--- config.mk ---
export PLATFORM = sky130hd
export DESIGN_NAME = ogbd_ctrl
export DESIGN_NICKNAME = d
export VERILOG_FILES = /design/src/rtl/core/ogbd_pkg.sv /design/src/rtl/core/ogbd_ctrl.sv
export SDC_FILE = /design/constraint.sdc
export NUM_CORES = 1
export LEC_CHECK = 0
export ABC_AREA = 1
export BUFFER_PORTS_ARGS = -buffer_cell sky130_fd_sc_hd__clkbuf_2
export CAP_MARGIN = 20
export CORE_AREA = 4 4 41 43
export CTS_BUF_LIST = sky130_fd_sc_hd__clkbuf_8 sky130_fd_sc_hd__clkbuf_16
export CTS_CLUSTER_DIAMETER = 30
export DETAILED_ROUTE_END_ITERATION = 6
export DIE_AREA = 0 0 45 47
export GPL_TIMING_DRIVEN = 0
export PLACE_DENSITY = 0.43
export SYNTH_ARGS = -nofsm -noshare
export SYNTH_HDL_FRONTEND = slang
export SYNTH_SLANG_ARGS = --single-unit
--- constraint.sdc ---
create_clock -name clock -period 1.5 [get_ports clock]
set_input_delay 0.225 -clock clock [delete_from_list [all_inputs] [get_ports clock]]
set_output_delay 0.225 -clock clock [all_outputs]
set_load 0.02 [all_outputs]
--- src/rtl/core/ogbd_pkg.sv ---
// Shared types, constants and codes for the occupancy grid downsampler.
package ogbd_pkg;

   // Default sizing of the line store and of the block registers
   localparam int DEF_MAX_WIDTH = 2048;
   localparam int DEF_MAX_BLOCK = 64;

   // Fixed field widths
   localparam int VALUE_W    = 8;
   localparam int ROW_W      = 11;
   localparam int COL_OUT_W  = 11;
   localparam int SUM_W      = 21;
   localparam int GRID_CFG_W = 12;
   localparam int BLK_CFG_W  = 7;
   localparam int GH_W       = 12;
   localparam int ROW_LIMIT  = 2048;

   // Configuration port
   localparam int CSR_ADDR_W = 4;
   localparam int CSR_DATA_W = 32;

   // Occupancy codes
   localparam int OCC_VALUE  = 100;
   localparam int UNK_LIMIT  = 10;
   localparam int UNK_VALUE  = -1;

   typedef enum logic [1:0] {
      REG_GRID_WIDTH   = 2'd0,
      REG_GRID_HEIGHT  = 2'd1,
      REG_BLOCK_WIDTH  = 2'd2,
      REG_BLOCK_HEIGHT = 2'd3
   } reg_index_type;

   typedef enum logic [2:0] {
      ST_INIT,
      ST_CLEAR,
      ST_IDLE,
      ST_READ,
      ST_MERGE,
      ST_DIV,
      ST_EMIT
   } state_type;

   typedef struct packed {
      logic [GRID_CFG_W-1:0] grid_width;
      logic [GRID_CFG_W-1:0] grid_height;
      logic [BLK_CFG_W-1:0]  block_width;
      logic [BLK_CFG_W-1:0]  block_height;
   } cfg_type;

   // One line store entry: partial block sum and its flags
   typedef struct packed {
      logic [SUM_W-1:0] sum;
      logic             unk;
      logic             occ;
   } mem_word_type;

   typedef struct packed {
      logic init;
      logic clear_step;
      logic accept;
      logic merge;
      logic emit;
   } cmd_type;

   typedef struct packed {
      logic clear_done;
      logic hit;
      logic job_close;
      logic div_done;
      logic out_free;
   } status_type;

endpackage

--- src/rtl/core/ogbd_ctrl.sv ---
// Controller: sequences clearing, cell intake, store merge, divide and emit.
module ogbd_ctrl import ogbd_pkg::*; (
   input  logic       clock,
   input  logic       reset,
   input  logic       cfg_write,
   input  logic       req_valid,
   output logic       req_ready,
   input  status_type status,
   output cmd_type    cmd
);

   state_type state_ff, state_in;

   always_ff @(posedge clock) begin
      if (reset) begin
         state_ff <= ST_INIT;
      end else begin
         state_ff <= state_in;
      end
   end

   always_comb begin
      state_in  = state_ff;
      cmd       = '0;
      req_ready = 1'b0;
      case (state_ff)
         ST_INIT: begin
            cmd.init = 1'b1;
            state_in = ST_CLEAR;
         end
         ST_CLEAR: begin
            cmd.clear_step = 1'b1;
            if (status.clear_done) begin
               state_in = ST_IDLE;
            end
         end
         ST_IDLE: begin
            req_ready = 1'b1;
            if (req_valid) begin
               cmd.accept = 1'b1;
               if (status.hit) begin
                  state_in = ST_READ;
               end
            end
         end
         ST_READ: begin
            state_in = ST_MERGE;
         end
         ST_MERGE: begin
            cmd.merge = 1'b1;
            state_in  = status.job_close ? ST_DIV : ST_IDLE;
         end
         ST_DIV: begin
            if (status.div_done) begin
               state_in = ST_EMIT;
            end
         end
         ST_EMIT: begin
            if (status.out_free) begin
               cmd.emit = 1'b1;
               state_in = ST_IDLE;
            end
         end
         default: begin
            state_in = ST_INIT;
         end
      endcase
      // any register write restarts the frame
      if (cfg_write) begin
         state_in = ST_INIT;
      end
   end

endmodule
# After elaboration in Yosys (flattened, before gate mapping)
# Cells that the tools add are included.
# totals
ff_bits	3
elab_cells	30
in_bits	9
# classes
n_mux	15
n_eq_ne	11
n_reduce_logical	3
# op_table
cell	count
$pmux W3 S7	1
$mux W3	6
$ne A2 B2 Y1 const B	5
$eq A3 B3 Y1 const B	3
$mux W1	8
$eq A3 B2 Y1 const B	2
$reduce_and A5 Y1	1
$eq A3 B1 Y1 const B	1
$logic_not A3 Y1	1
$reduce_or A2 Y1	1

# Logic depth before layout (Yosys ltp)
# logic_depth
word_depth	3
mapped_depth	9
mapped_depth_nobuf	8

# Worst setup path after synthesis
# No wires, ideal clock.
# synth_timing
path_type	reg-to-reg
startpoint	register state_ff[1]
endpoint	register state_ff[0]
path_slack_ps	351
synth_period_minus_slack_ps	1149
path_buffers	1
arrival_time_ps	1036
path_stages_with_launch	9
required_time_ps	1387
cell_sequence	dfxtp_1 > buf_4 > nand2_2 > nor2_2 > nand2_2 > nand2_2 > nor2_4 > nor2_1 > nor2_1
# synth_between
elab_chain_cells	3
# synth_lines
element	line	rtl
from (decl)	ogbd_ctrl.sv:12	state_type state_ff, state_in;
from (signal assigned)	ogbd_ctrl.sv:18	state_ff <= state_in;
$eq A3 B1 Y1 (tied with other cells)	ogbd_ctrl.sv:26	case (state_ff)
$ne A2 B2 Y1 (no source line)	-	
$reduce_and A5 Y1 (no source line)	-	
# Parallel ways exist; a longest one is shown, timed or not.
# A chain may end at the register's enable or synchronous reset.

==> impl_metrics.csv <==
group,metric,value,unit
grt,grt_pass1_vias,353,
sta,hold_viol_final,0,
drt,routed-via-count,391,
drt,first_iter_violations,3,
placed_design,gp_congestion,0.763,
grt,grt_antenna_before_repair,0,
yosys,synthesis.area,307,um2
drt,routed_wl,755,um
clock_tree,cts-buffers-inserted,3,
sta,fin_crit,1370,ps
run_status,status,"complete, no violations",
yosys,yosysUniqueCellTypes,14,
clock_tree,worstSkewPairLatency,210,ps
drt,drc,0,
sta,fin_setup_tns,0,ps
layout,top_register,"state_ff",
worst_setup_path,critPathMaxFanout,7,
worst_setup_path,reg2reg_slack,310,ps
worst_hold_path,min_to,"state_ff[2]",
clock_tree,hold_buffers,0,
yosys,syn_nets,66,
placed_design,place_ws,282,ps
sta,setup_slack,126,ps
clock_tree,h-tree-depth,1,
yosys,yosysTopAreaCell,"dfxtp_1",
yosys,synth_seq_area_share,19.6,%
layout,top_regs,"state_ff x3",
floorplanning,core,1300,um2
worst_hold_path,min-delay-start,"reset",
power,cellPowerDensity,873,nW/um2
drt,routed_via_density,4.34,
layout,nNetsFinal,85,
power,finalPower,0.385,mW
sta,timing.final.crit_share,91.6,%
sta,fin_skew,1.31,ps
yosys,ys_ff_latch,3,
grt,grt_usage,9.31,%
worst_setup_path,required,1270,ps
placed_design,io_buffers,14,
grt,grt_pass1_wl,1.39,mm
clock_tree,cts_tree,"built",
floorplanning,start_util,23.6,%
yosys,yosysWarnings,0,
clock_tree,postCtsSetupBuffers,0,
power,irDropWorstVdd,0.698,mV
sta,fmax,728,MHz
drt,antenna_left,0,
sta,setup_violations,0,
placed_design,hpwlAfterDp,618,um
sta,drv_slew,0,
sta,tightest_slew,302,ps
worst_setup_path,r2r_end,"state_ff[2]",
worst_hold_path,hold_path_depth,4,
layout,drive_gt1_share,36.0,%
clock_tree,ctsResizeCount,0,
run,cap_violations,0,
sta,rsz0062_at_grt,"false",
power,p_leak,0.248,nW
yosys,yosys-top-cells-area,"dfxtp_1, nor2_1, inv_1",
drt,wl_per_cell,8.39,um
sta,holdWs,273,ps
layout,final_cell_mix,"nor2_1, clkbuf_2, inv_1",
worst_setup_path,criticalPathCategory,"register to primary output",
sta,slew_headroom,79.9,%
worst_setup_path,worstSetupEndpointType,"primary output",
floorplanning,rows,13,
worst_setup_path,arrival,1150,ps
layout,area_growth,43.7,%
yosys,synth_top_area_share,19.6,%
worst_setup_path,r2r-start,"state_ff[2]",
grt,grt.overflow.total,0,
floorplanning,die-area,2120,um2
yosys,syn_avg_cell_area,5.38,um2
worst_hold_path,hp-class,"input port to register",
floorplanning,fp.dieW,45,um
floorplanning,die_y,47,um
yosys,syn_inst,57,
clock_tree,cts_max_path_buffers,2,
floorplanning,ios,15,
worst_setup_path,start_kind,"register",
clock_tree,cts_num_sinks,3,
layout,antenna_cells,0,
grt,grt_max_degree,11,
layout,layout_commonest_cell,"nor2_1",
layout,largest_reg_flops,3,
worst_setup_path,r2r_cells,7,
clock_tree,root_buffer,"clkbuf_8",
drt,firstDrtPassIters,4,
clock_tree,clk_pin_slew,30,ps
==> worst max path at each step <==
stage / startpoint / end / slack [ps] / depth (start not counted)
after global routing: state_ff[1] / cmd[4] / 20 / 5
after detailed placement: state_ff[2] / state_ff[2] / 280 / 7
after CTS: state_ff[2] / cmd[2] / 110 / 4
final: state_ff[2] / cmd[2] / 130 / 4
after global placement: state_ff[2] / state_ff[2] / 290 / 7
after floorplan: state_ff[1] / state_ff[0] / 350 / 8
==> critical path: stages, from the launching register on <==
cell and delay (ps):
dfxtp_1 480, inv_2 120, nand3_1 140, nor2_1 50, clkbuf_2 150
==> synthesized netlist by cell type <==
cell and instances:
inv_2 3, nand2_1 8, nor2_1 15, inv_1 9, o21ai_0 2, a21oi_1 2, nand4_1 2, dfxtp_1 3
o21ai_2 1, nand3_1 6, buf_4 1, nor2_2 1, nor2_4 1, nand2_2 3
==> stage by stage <==
step	cells	cell area [um2]	util, %
after global placement	86	395	30.4
final	90	440	33.8
after CTS	90	440	33.8
after global routing	90	440	33.8
after detailed placement	86	395	30.4
after floorplan	57	307	-
==> per-layer routing <==
metal	GRT usage [%]	part of all wire [%]
met5	0	0
met2	14.4	45
met1	11.1	46
met4	7.02	2.3
met3	2.30	6.2
==> logic make-up after synthesis <==
| group | synth area share [%] |
|---|---|
| buffers and inverters | 17.1 |
| flip-flops | 19.6 |
| AO/OA/AOI/OAI | 9.39 |
| AND/OR/NAND/NOR | 53.9 |
==> cell type report <==
cell class,count,area [um2]
Clock buffer,3,41.3
Fill cell,166,861
Inverter,12,45.0
Buffer,1,7.51
Clock inverter,1,3.75
Multi-Input combinational cell,41,194
Tap cell,15,18.8
Sequential cell,3,60.1
Timing Repair Buffer,14,70.1
==> report_power, final <==
group          total (mW)  switching (mW)  internal (mW)
logic              0.0709          0.0422         0.0287
clock network       0.226          0.0521          0.174
registers          0.0875         0.00413         0.0834
total               0.385          0.0984          0.286
Note: power is estimated with default switching activity, not from simulation.
